**config.mk**
```make
export PLATFORM = sky130hd
export DESIGN_NAME = partition_fit_allocator_core
export DESIGN_NICKNAME = d
export VERILOG_FILES = /design/src/pfa_pkg.sv /design/src/pfa_cfg.sv /design/src/partition_fit_allocator_core.sv
export SDC_FILE = /design/constraint.sdc
export NUM_CORES = 1
export LEC_CHECK = 0
export BUFFER_PORTS_ARGS = -buffer_cell sky130_fd_sc_hd__buf_4
export CORE_AREA = 5 5 238 147
export DETAILED_ROUTE_END_ITERATION = 6
export DIE_AREA = 0 0 243 152
export GPL_TIMING_DRIVEN = 0
export MAX_ROUTING_LAYER = met4
export PLACE_DENSITY = 0.7
export RECOVER_POWER = 25
export SYNTH_ARGS = -nofsm -noshare
export SYNTH_HDL_FRONTEND = slang
export SYNTH_HIERARCHICAL = 1
export SYNTH_SLANG_ARGS = --single-unit
```
**constraint.sdc**
```tcl
create_clock -name i_clk -period 3.88 [get_ports i_clk]
set_clock_uncertainty 0.05 [all_clocks]
set_input_delay 0.194 -clock i_clk [delete_from_list [all_inputs] [get_ports i_clk]]
set_output_delay 0.194 -clock i_clk [all_outputs]
set_load 0.03 [all_outputs]
```
**src/pfa_pkg.sv**
```systemverilog
package pfa_pkg;

    localparam int NUM_BLOCKS_DEF = 16;
    localparam int SIZE_WIDTH_DEF = 16;

    localparam int CMD_W   = 1;
    localparam int INDEX_W = 4;
    localparam int REQ_W   = 16;
    localparam int POL_W   = 2;
    localparam int COUNT_W = 5;
    localparam int ADDR_W  = 3;
    localparam int DATA_W  = 32;

    localparam logic [POL_W-1:0]   POL_FIRST     = 2'd0;
    localparam logic [POL_W-1:0]   POL_BEST      = 2'd1;
    localparam logic [POL_W-1:0]   POL_WORST     = 2'd2;
    localparam logic [COUNT_W-1:0] COUNT_RESET   = 5'd16;

    localparam logic [CMD_W-1:0] CMD_LOAD     = 1'b0;
    localparam logic [CMD_W-1:0] CMD_ALLOCATE = 1'b1;

    localparam logic REG_POLICY = 1'b0;
    localparam logic REG_COUNT  = 1'b1;

    typedef struct packed {
        logic [POL_W-1:0]   fit_policy;
        logic [COUNT_W-1:0] blocks_in_use;
    } t_cfg;

    typedef enum logic [3:0] {
        ST_IDLE  = 4'b0001,
        ST_SCAN  = 4'b0010,
        ST_DRAIN = 4'b0100,
        ST_DONE  = 4'b1000
    } t_state;

endpackage

```
**src/pfa_cfg.sv**
```systemverilog
module pfa_cfg
    import pfa_pkg::*;
(
    input  logic              i_clk,
    input  logic              i_rst_n,
    input  logic              psel,
    input  logic              penable,
    input  logic              pwrite,
    input  logic [ADDR_W-1:0] paddr,
    input  logic [DATA_W-1:0] pwdata,
    output logic [DATA_W-1:0] prdata,
    output logic              pready,
    output t_cfg              o_cfg
);

    t_cfg r_cfg;
    logic s_wr;

    assign s_wr   = psel & penable & pwrite;
    assign pready = 1'b1;
    assign o_cfg  = r_cfg;

    always_ff @(posedge i_clk) begin
        if (!i_rst_n) begin
            r_cfg.fit_policy    <= POL_FIRST;
            r_cfg.blocks_in_use <= COUNT_RESET;
        end else if (s_wr) begin
            case (paddr[2])
                REG_POLICY: r_cfg.fit_policy    <= pwdata[POL_W-1:0];
                REG_COUNT:  r_cfg.blocks_in_use <= pwdata[COUNT_W-1:0];
                default: ;
            endcase
        end
    end

    always_comb begin
        prdata = '0;
        case (paddr[2])
            REG_POLICY: prdata[POL_W-1:0]   = r_cfg.fit_policy;
            REG_COUNT:  prdata[COUNT_W-1:0] = r_cfg.blocks_in_use;
            default:    prdata = '0;
        endcase
    end

endmodule

```
**src/partition_fit_allocator_core.sv**
```systemverilog
// Channel   Direction  Signals                                        Moves
// in        input      i_in_valid, o_in_ready                         one command request
//                      i_command, i_block_index, i_size
// out       output     o_out_valid, i_out_ready                       one allocation result
//                      o_granted, o_block_number, o_left_over
// cfg       APB        psel, penable, pwrite, paddr, pwdata,          fit_policy at 0,
//                      prdata, pready                                 blocks_in_use at 4
//
// A load request writes the block memory directly when it is accepted.
// An allocate request reads min(blocks_in_use, NUM_BLOCKS) blocks, one block memory read
// per cycle, then waits out the read latency, then has a write-back step.
// With no block to search or the unused policy it skips the scan and goes to the result.
// A request is taken only while no allocation is in progress; a waiting result stalls only a
// following allocation, at its write-back cycle. Reset clears control state, not the memory.
module partition_fit_allocator_core
    import pfa_pkg::*;
#(
    parameter int NUM_BLOCKS = NUM_BLOCKS_DEF,
    parameter int SIZE_WIDTH = SIZE_WIDTH_DEF
) (
    input  logic               i_clk,
    input  logic               i_rst_n,
    input  logic               i_in_valid,
    output logic               o_in_ready,
    input  logic [CMD_W-1:0]   i_command,
    input  logic [INDEX_W-1:0] i_block_index,
    input  logic [REQ_W-1:0]   i_size,
    output logic               o_out_valid,
    input  logic               i_out_ready,
    output logic               o_granted,
    output logic [INDEX_W-1:0] o_block_number,
    output logic [REQ_W-1:0]   o_left_over,
    input  logic               psel,
    input  logic               penable,
    input  logic               pwrite,
    input  logic [ADDR_W-1:0]  paddr,
    input  logic [DATA_W-1:0]  pwdata,
    output logic [DATA_W-1:0]  prdata,
    output logic               pready
);

    localparam int IDX_W = $clog2(NUM_BLOCKS);
    localparam int CNT_W = $clog2(NUM_BLOCKS + 1);

    t_cfg s_cfg;

    pfa_cfg u_cfg (
        .i_clk   (i_clk),
        .i_rst_n (i_rst_n),
        .psel    (psel),
        .penable (penable),
        .pwrite  (pwrite),
        .paddr   (paddr),
        .pwdata  (pwdata),
        .prdata  (prdata),
        .pready  (pready),
        .o_cfg   (s_cfg)
    );

    logic [SIZE_WIDTH:0] mem [NUM_BLOCKS];

    t_state r_state, n_state;
    logic [IDX_W-1:0]      r_addr;
    logic [SIZE_WIDTH-1:0] r_req;
    logic                  r_rd_vld;
    logic [IDX_W-1:0]      r_rd_idx;
    logic [SIZE_WIDTH:0]   r_rd_word;
    logic                  r_have;
    logic [IDX_W-1:0]      r_pick;
    logic [SIZE_WIDTH-1:0] r_pick_size;
    logic                  r_pick_tk;
    logic                  r_out_valid;
    logic                  r_out_granted;
    logic [INDEX_W-1:0]    r_out_block;
    logic [REQ_W-1:0]      r_out_left;

    logic                      s_accept;
    logic                      s_out_free;
    logic                      s_finish;
    logic [CNT_W-1:0]          s_n;
    logic                      s_last;
    logic [SIZE_WIDTH+REQ_W-1:0] s_req_ext;
    logic [SIZE_WIDTH-1:0]     s_req;
    logic [IDX_W+INDEX_W-1:0]  s_idx_ext;
    logic                      s_load_ok;
    logic [SIZE_WIDTH-1:0]     s_rd_size;
    logic                      s_rd_tk;
    logic                      s_fits;
    logic                      s_take;
    logic                      s_grant;
    logic [SIZE_WIDTH-1:0]     s_left;
    logic [SIZE_WIDTH+REQ_W-1:0] s_left_ext;
    logic [IDX_W+INDEX_W-1:0]  s_pick_ext;
    logic                      s_we;
    logic [IDX_W-1:0]          s_waddr;
    logic [SIZE_WIDTH:0]       s_wdata;

    assign o_in_ready = (r_state == ST_IDLE);
    assign s_accept   = i_in_valid & o_in_ready;
    assign s_out_free = !r_out_valid || i_out_ready;
    assign s_finish   = (r_state == ST_DONE) && s_out_free;

    always_comb begin
        if (int'(s_cfg.blocks_in_use) > NUM_BLOCKS) begin
            s_n = CNT_W'(NUM_BLOCKS);
        end else begin
            s_n = CNT_W'(s_cfg.blocks_in_use);
        end
    end

    assign s_last    = (CNT_W'(r_addr) + CNT_W'(1)) == s_n;
    assign s_req_ext = {{SIZE_WIDTH{1'b0}}, i_size};
    assign s_req     = s_req_ext[SIZE_WIDTH-1:0];
    assign s_idx_ext = {{IDX_W{1'b0}}, i_block_index};
    assign s_load_ok = int'(i_block_index) < NUM_BLOCKS;

    assign s_rd_size = r_rd_word[SIZE_WIDTH-1:0];
    assign s_rd_tk   = r_rd_word[SIZE_WIDTH];
    assign s_fits    = !s_rd_tk && (s_rd_size >= r_req);

    always_comb begin
        case (s_cfg.fit_policy)
            POL_FIRST: s_take = s_fits && !r_have;
            POL_BEST:  s_take = s_fits && (!r_have || (s_rd_size < r_pick_size));
            POL_WORST: s_take = !r_have || (s_rd_size > r_pick_size);
            default:   s_take = 1'b0;
        endcase
    end

    assign s_grant    = r_have &&
                        ((s_cfg.fit_policy != POL_WORST) || (r_pick_size >= r_req));
    assign s_left     = r_pick_size - r_req;
    assign s_left_ext = {{REQ_W{1'b0}}, s_left};
    assign s_pick_ext = {{INDEX_W{1'b0}}, r_pick};

    always_comb begin
        s_we    = 1'b0;
        s_waddr = s_idx_ext[IDX_W-1:0];
        s_wdata = {1'b0, s_req};
        if (s_accept && (i_command == CMD_LOAD) && s_load_ok) begin
            s_we = 1'b1;
        end else if (s_finish && s_grant) begin
            s_we    = 1'b1;
            s_waddr = r_pick;
            if (s_cfg.fit_policy == POL_WORST) begin
                s_wdata = {r_pick_tk, s_left};
            end else begin
                s_wdata = {1'b1, r_pick_size};
            end
        end
    end

    always_ff @(posedge i_clk) begin
        if (s_we) begin
            mem[s_waddr] <= s_wdata;
        end
        if (r_state == ST_SCAN) begin
            r_rd_word <= mem[r_addr];
        end
    end

    always_comb begin
        n_state = r_state;
        case (r_state)
            ST_IDLE: begin
                if (s_accept && (i_command == CMD_ALLOCATE)) begin
                    if ((s_n == '0) || (s_cfg.fit_policy != POL_FIRST &&
                                        s_cfg.fit_policy != POL_BEST &&
                                        s_cfg.fit_policy != POL_WORST)) begin
                        n_state = ST_DONE;
                    end else begin
                        n_state = ST_SCAN;
                    end
                end
            end
            ST_SCAN: begin
                if (s_last) begin
                    n_state = ST_DRAIN;
                end
            end
            ST_DRAIN: n_state = ST_DONE;
            ST_DONE: begin
                if (s_out_free) begin
                    n_state = ST_IDLE;
                end
            end
            default: n_state = ST_IDLE;
        endcase
    end

    always_ff @(posedge i_clk) begin
        if (!i_rst_n) begin
            r_state     <= ST_IDLE;
            r_rd_vld    <= 1'b0;
            r_have      <= 1'b0;
            r_out_valid <= 1'b0;
        end else begin
            r_state  <= n_state;
            r_rd_vld <= (r_state == ST_SCAN);
            if (s_accept) begin
                r_have <= 1'b0;
            end else if (r_rd_vld && s_take) begin
                r_have <= 1'b1;
            end
            if (s_finish) begin
                r_out_valid <= 1'b1;
            end else if (i_out_ready) begin
                r_out_valid <= 1'b0;
            end
        end
    end

    always_ff @(posedge i_clk) begin
        if (s_accept) begin
            r_addr <= '0;
            r_req  <= s_req;
        end else if (r_state == ST_SCAN) begin
            r_addr <= r_addr + IDX_W'(1);
        end
        r_rd_idx <= r_addr;
        if (r_rd_vld && s_take) begin
            r_pick      <= r_rd_idx;
            r_pick_size <= s_rd_size;
            r_pick_tk   <= s_rd_tk;
        end
        if (s_finish) begin
            r_out_granted <= s_grant;
            r_out_block   <= s_grant ? s_pick_ext[INDEX_W-1:0] : '0;
            r_out_left    <= s_grant ? s_left_ext[REQ_W-1:0] : '0;
        end
    end

    assign o_out_valid    = r_out_valid;
    assign o_granted      = r_out_granted;
    assign o_block_number = r_out_block;
    assign o_left_over    = r_out_left;

endmodule

```
==> results of run 1 <==
==> worst paths after layout <==
path                                     start           to  slack (ns)  cells past startpoint
worst min-delay path               i_out_ready   r_state[0]        0.06                      5
worst max register to register  r_pick_size[0]    mem[8][6]        0.14                     12
worst max-delay path            r_pick_size[0]    mem[8][6]        0.14                     12
worst min register to register       r_addr[3]  r_rd_idx[3]        0.34                      0
==> cell families after synthesis <==
family                     after synthesis
DFF                                    369
and+or+nand+nor                        174
AOI/OAI and AO/OA                      135
buffers and inverters                  108
muxes                                   99
adders and majority gates               50
xor gates and xnor gates                22
other                                    2
==> cell type report <==
type	count	area [um2]
buffer	63	373
clock buffer	37	798
clock inverter	21	178
fill	2507	13800
inverter	44	165
multi-input combinational	508	5080
sequential	369	10900
tap	432	541
timing repair buffer	138	1110
==> power by group <==
part / switching, mW / internal (mW) / total, mW
sequential: 0.0432 / 4.47 / 4.51
combinational: 0.786 / 0.575 / 1.36
clock: 1.40 / 1.67 / 3.07
total: 2.23 / 6.71 / 8.94
==> layer usage <==
layer / up-vias / routed length (um) / track usage
met3: 72 / 4010 / 0.0456
met5: - / 0 / -
li1: 4115 / - / -
met1: 4804 / 17400 / 0.331
met4: 0 / 820 / 0.0391
met2: 484 / 17500 / 0.317
==> state kept, by name (all words and copies together), names as in the netlist, 7 cells and up <==
register and count:
mem 272, r_pick_size 16, r_req 16, u_cfg/o_cfg 7
o_left_over 16, r_rd_word 17
==> worst max-delay path, stage by stage (launching register included) <==
cell and delay, ns:
edfxtp_1 0.43, inv_1 0.07, ha_1 0.20, fa_1 0.41, nand2b_1 0.20, a21oi_4 0.22
o211ai_1 0.13, a41o_2 0.40, nor3b_4 0.36, buf_6 0.24, nand2_2 0.19, o22ai_4 0.32
buf_8 0.21
==> timing repair <==
action | 4_1_cts | 5_1_grt
buffers inserted | 27 | 4
gates resized for setup | 35 | 7
pin swaps | 15 | 2
endpoints found under the hold margin | 28 | 0
hold buffers | 27 | 0
gates cloned | 0 | 0
setup endpoints to repair | 480 | 470
==> metrics by stage <==
step | setup TNS, ns | util | total power [mW] | hold slack, ns | instance area, um2
after global routing | 0 | 0.581 | 9.27 | 0.0896 | 19100
after global placement | -493.17 | 0.521 | 5.87 | 0.326 | 17100
after CTS | 0 | 0.584 | 8.97 | 0.0403 | 19200
after floorplan | 0 | - | 5.52 | 0.243 | 16100
final | 0 | 0.581 | 8.94 | 0.0563 | 19100
after detailed placement | -174.98 | 0.534 | 5.90 | 0.327 | 17600
==> synthesized netlist by cell type (2+ instances only) <==
master and instances:
mux4_2 85, nand3b_1 3, buf_2 11, nand3_1 12, nand4_1 4, mux2_2 4, mux2i_1 10, nor3_1 10
and3_1 2, conb_1 2, buf_6 2, o21ai_0 21, o21bai_1 3, nor4b_1 2, dfxtp_1 22, a2111oi_0 2
ha_1 49, buf_1 3, o211ai_1 7, o31ai_1 3, buf_4 32, or2_2 2, o21a_1 5, o22ai_1 18
nand2b_1 12, xnor2_1 11, nor2_1 53, a211oi_1 4, o221ai_1 3, a211o_1 2, edfxtp_1 347, xor2_1 11
a21oi_1 39, and2_1 8, a22oi_1 3, nor2b_1 9, nand2_1 41, and2_2 3, inv_1 44, a31oi_1 5
a21o_1 13, and4_1 4, clkbuf_1 16
==> layout by cell type (no fill, tap or decap), types with 8 or more instances in the layout <==
cell type / netlist / routed
dfxtp_1: 22 / 22
buf_4: 32 / 79
o22ai_4: 0 / 17
clkbuf_4: 0 / 8
nand2b_1: 12 / 12
mux4_2: 85 / 85
clkbuf_1: 16 / 65
clkbuf_16: 0 / 31
nor2b_1: 9 / 9
a21oi_1: 39 / 31
inv_1: 44 / 44
conb_1: 2 / 28
mux2i_1: 10 / 10
nor3_1: 10 / 10
xnor2_1: 11 / 11
edfxtp_1: 347 / 347
nand2_1: 41 / 41
a21o_1: 13 / 13
nor2_1: 53 / 53
ha_1: 49 / 49
buf_8: 0 / 12
dlygate4sd3_1: 0 / 27
nand3_1: 12 / 11
xor2_1: 11 / 11
o21ai_0: 21 / 21
a21oi_4: 0 / 8
clkinv_1: 0 / 10
==> flow_metrics.env, run 1 <==
export IMPL_status="complete, but fails checks"
export IMPL_failed_checks="capacitance limit, slew limit"
export IMPL_synth_ff_type="edfxtp_1"
export IMPL_gp_congestion=0.904
export IMPL_synth_xor_area_frac=0.0120
export IMPL_drv_slew=11
export IMPL_antenna_found_initial=0
export IMPL_drt_iter0_markers=1094
export IMPL_synthSimpleGateAreaFrac=0.0551
export IMPL_die_y_um=152
export IMPL_hpwl_mm=26.9
export IMPL_ir_drop_mv=0.341
export IMPL_finalCritPeriodShare=0.963
export IMPL_hold_violations=0
export IMPL_diodes=0
export IMPL_worstPathArrival_ns=3.96
export IMPL_routedWlPerCell_um=24.7
export IMPL_startpoint_type="register"
export IMPL_grt_setup_unrepaired="false"
export IMPL_hp_class="input port to register"
export IMPL_synth_top_area_cell="edfxtp_1"
export IMPL_critPathCaptureType="register"
export IMPL_synth_top_family_by_area="multiplexers"
export IMPL_core_area_um2=32900
export IMPL_die_area_um2=36900
export IMPL_yosysSeqAreaShare=0.677
export IMPL_worst_setup_path_type="register to register"
export IMPL_synth_compound_area_frac=0.0530
export IMPL_yosys_warnings=6
export IMPL_die_width_um=243
export IMPL_synthCells=959
export IMPL_fin_crit_ns=3.74
export IMPL_routed_via_density=5.88
export IMPL_ys_ff_latch=369
export IMPL_fmax_mhz=268
export IMPL_ys_async_sr_fraction=0
export IMPL_root_buffer="clkbuf_16"
export IMPL_syn_to_final_growth_pct=19.1
export IMPL_num_nets_final=1268
export IMPL_first_pass_iters=5
export IMPL_tightestPinTransition_ns=2.03
export IMPL_synth_edf_count=347
export IMPL_avgSynthCellArea_um2=16.7
export IMPL_htreeDepth=1
export IMPL_gr_total_overflow=0
export IMPL_clk_latency_ns=0.58
export IMPL_fin_cells=1612
export IMPL_powerDensity_nw_per_um2=468
export IMPL_yosysUniqueCellTypes=60
export IMPL_synth_fa_ha_area_frac=0.0395
export IMPL_initial_core_util=0.487
export IMPL_drive_above_1_share=0.243
export IMPL_track_usage=0.219
export IMPL_finalWirelength_mm=39.8
export IMPL_cts_tree="done"
export IMPL_synthMuxAreaShare=0.128
export IMPL_drc=0
export IMPL_slew_headroom=-0.374
export IMPL_drtAntennaViolNets=0
export IMPL_cts_max_path_buffers=3
export IMPL_syn_cell_area_um2=16000
export IMPL_setup_viol=0
export IMPL_port_buffers=61
export IMPL_fp_row_count=52
export IMPL_synth_area_top_cells="edfxtp_1 65%, mux4_2 12%, ha_1 3.8%"
export IMPL_crit_fanout=10
export IMPL_placed_cells=1497
export IMPL_dp_slack_ns=-0.703
export IMPL_setup_slack_ns=0.144
export IMPL_cts_sinks=369
export IMPL_numCtsBuffers=31
export IMPL_clk_pin_slew_ns=0.07
export IMPL_grt_pass1_wl_mm=59.8
export IMPL_required_ns=4.10
export IMPL_grt_max_degree=21
export IMPL_p_leak_nw=6.44
export IMPL_ios=119
export IMPL_synth_top_area_frac=0.650
export IMPL_vias=9475
export IMPL_grt_pass1_vias=9418
export IMPL_max_cap_violations=1
No activity file was read; power rests on OpenSTA's default activity.
==> inputs of run 2 (changes only) <==
Settings changed: CELL_PAD_IN_SITES_DETAIL_PLACEMENT set to 1, CELL_PAD_IN_SITES_GLOBAL_PLACEMENT set to 2, CORE_AREA 5 5 238 147 to 5 5 262 162, DIE_AREA 0 0 243 152 to 0 0 267 167, PLACE_DENSITY 0.7 to 0.81.
==> flow_metrics.env, run 2 (synthesis gave the netlist of run 1 again) <==
export IMPL_fin_crit_ns=3.80
export IMPL_clk_latency_ns=0.52
export IMPL_antenna_found_initial=0
export IMPL_fp_row_count=57
export IMPL_track_usage=0.209
export IMPL_setup_slack_ns=0.0787
export IMPL_crit_fanout=6
export IMPL_finalCritPeriodShare=0.980
export IMPL_numCtsBuffers=35
export IMPL_fin_cells=1723
export IMPL_ir_drop_mv=0.332
export IMPL_largest_register_ffs=272
export IMPL_cts_max_path_buffers=3
export IMPL_diodes=0
export IMPL_required_ns=4.02
export IMPL_placed_cells=1596
export IMPL_setup_viol=0
export IMPL_gr_total_overflow=0
export IMPL_grt_pass1_wl_mm=67.8
export IMPL_hold_path_depth=4
export IMPL_worstReg2RegStart="r_pick_size[0]"
export IMPL_die_area_um2=44600
export IMPL_cts_sinks=369
export IMPL_worst_setup_path_type="register to register"
export IMPL_dp_slack_ns=-0.941
export IMPL_die_y_um=167
export IMPL_startpoint_type="register"
export IMPL_hold_violations=0
export IMPL_routed_via_density=5.67
export IMPL_drive_above_1_share=0.255
export IMPL_die_width_um=267
export IMPL_fmax_mhz=263
export IMPL_drtAntennaViolNets=0
export IMPL_failed_checks="capacitance limit, slew limit"
export IMPL_grt_pass1_vias=10100
export IMPL_r2r_slack_ns=0.08
export IMPL_max_cap_violations=1
export IMPL_slew_headroom=-0.558
export IMPL_hp_class="input port to register"
export IMPL_initial_core_util=0.403
export IMPL_p_leak_nw=6.59
export IMPL_drc=0
export IMPL_syn_to_final_growth_pct=21.8
export IMPL_powerDensity_nw_per_um2=492
export IMPL_nFillCells=3850
export IMPL_final_cell_mix="347 x edfxtp_1, 85 x mux4_2, 85 x buf_4, 71 x clkbuf_1, 53 x nor2_1"
export IMPL_ios=119
export IMPL_htreeDepth=2
export IMPL_top_regs="mem x272, r_rd_word x17"
export IMPL_reg2reg_to="mem[9][12]"
export IMPL_first_pass_iters=5
export IMPL_regMostFlops="mem"
export IMPL_vias=9767
export IMPL_tightestPinTransition_ns=2.31
export IMPL_rr_worst_depth=13
export IMPL_whs_endpoint="r_have"
export IMPL_critPathCaptureType="register"
export IMPL_num_nets_final=1280
export IMPL_root_buffer="clkbuf_16"
export IMPL_hpwl_mm=31.4
export IMPL_port_buffers=61
export IMPL_final_common_cell="edfxtp_1"
export IMPL_min_from="i_in_valid"
export IMPL_gp_congestion=0.842
export IMPL_cts_tree="done"
export IMPL_drv_slew=12
export IMPL_grt_max_degree=21
export IMPL_grt_setup_unrepaired="false"
export IMPL_worstPathArrival_ns=3.95
export IMPL_routedWlPerCell_um=27.3
export IMPL_clk_pin_slew_ns=0.07
export IMPL_core_area_um2=39800
export IMPL_finalWirelength_mm=47.1
export IMPL_status="complete, but fails checks"
export IMPL_drt_iter0_markers=1143
-- run 2: cell count changes in the layout (fill, tap and decap cells not counted), moves of 2 or more --
cell	delta
dlygate4sd3_1	-4
buf_4	+6
bufinv_16	+3
and2_0	-2
clkbuf_4	-3
clkbuf_1	+6
clkbuf_16	+6
buf_12	+4
clkinv_1	-7
buf_16	-3
and2_1	+2
buf_8	+5
-- run 2: worst max path at each step --
| stage | end | slack, ns | start | cells after the start |
|---|---|---|---|---|
| after floorplan | mem[4][0] | 0.12 | r_state[0] | 6 |
| after global placement | mem[12][2] | -1.71 | r_pick_size[0] | 11 |
| after detailed placement | mem[15][15] | -0.94 | r_pick_size[0] | 11 |
| after CTS | mem[14][8] | -0.13 | r_pick_size[0] | 12 |
| after global routing | mem[9][15] | 0.007 | r_pick_size[0] | 13 |
| final | mem[9][12] | 0.08 | r_pick_size[0] | 13 |
-- run 2: worst max-delay path: stages, from the launching register on --
cell and delay [ns]:
edfxtp_1 0.39, inv_1 0.07, ha_1 0.24, fa_1 0.42
nand2b_1 0.21, a21oi_4 0.24, o211ai_1 0.15, a41o_4 0.38
nor3b_4 0.24, buf_12 0.15, nand3b_1 0.11, buf_4 0.18
o22ai_1 0.32, clkbuf_1 0.30
-- run 2: cell type report --
| type | instances | area, um2 | share of cell area |
|---|---|---|---|
| inverters | 44 | 165 | 0.00845 |
| plain buffers | 64 | 387 | 0.0198 |
| flip-flops and latches | 369 | 10900 | 0.556 |
| clock inverters | 16 | 231 | 0.0118 |
| multi-input cells | 508 | 5100 | 0.261 |
| repair buffers | 145 | 1160 | 0.0594 |
| clock buffers | 46 | 970 | 0.0496 |
| well taps | 531 | 664 | 0.0340 |
-- run 2: stage by stage --
stage / hold WS [ns] / util / power (mW) / area, um2 / setup TNS [ns]
2_1_floorplan: 0.243 / - / 5.52 / 16100 / 0
5_1_grt: 0.0313 / 0.491 / 9.98 / 19500 / 0
3_3_place_gp: 0.336 / 0.434 / 5.89 / 17300 / -552.98
4_1_cts: 0.000731 / 0.488 / 9.64 / 19400 / -11.40
6_report: 0.00804 / 0.491 / 9.62 / 19500 / 0
3_5_place_dp: 0.332 / 0.444 / 5.95 / 17700 / -271.44
-- run 2: where the power goes --
part / internal, mW / total, mW / leakage, nW / switching, mW
Sequential: 4.47 / 4.52 / 3.27 / 0.0506
Combinational: 0.580 / 1.42 / 2.73 / 0.837
Clock: 2.17 / 3.68 / 0.582 / 1.52
Total: 7.21 / 9.62 / 6.59 / 2.41
-- run 2: timing repair --
| action | in CTS | in global routing |
|---|---|---|
| gates resized for setup | 32 | 17 |
| gates cloned | 0 | 0 |
| hold endpoints to repair | 26 | 0 |
| endpoints found under the setup margin | 512 | 436 |
| hold buffers | 23 | 0 |
| pin swaps | 5 | 12 |
| setup buffers | 11 | 31 |
-- run 2: per-layer routing --
| metal | part of all wire | wire length, um | up-vias | track usage |
|---|---|---|---|---|
| li1 | - | - | 4132 | - |
| met1 | 0.45 | 21300 | 5180 | 0.315 |
| met2 | 0.46 | 21700 | 386 | 0.309 |
| met3 | 0.070 | 3290 | 69 | 0.0336 |
| met4 | 0.016 | 765 | 0 | 0.0343 |
| met5 | 0 | 0 | - | - |
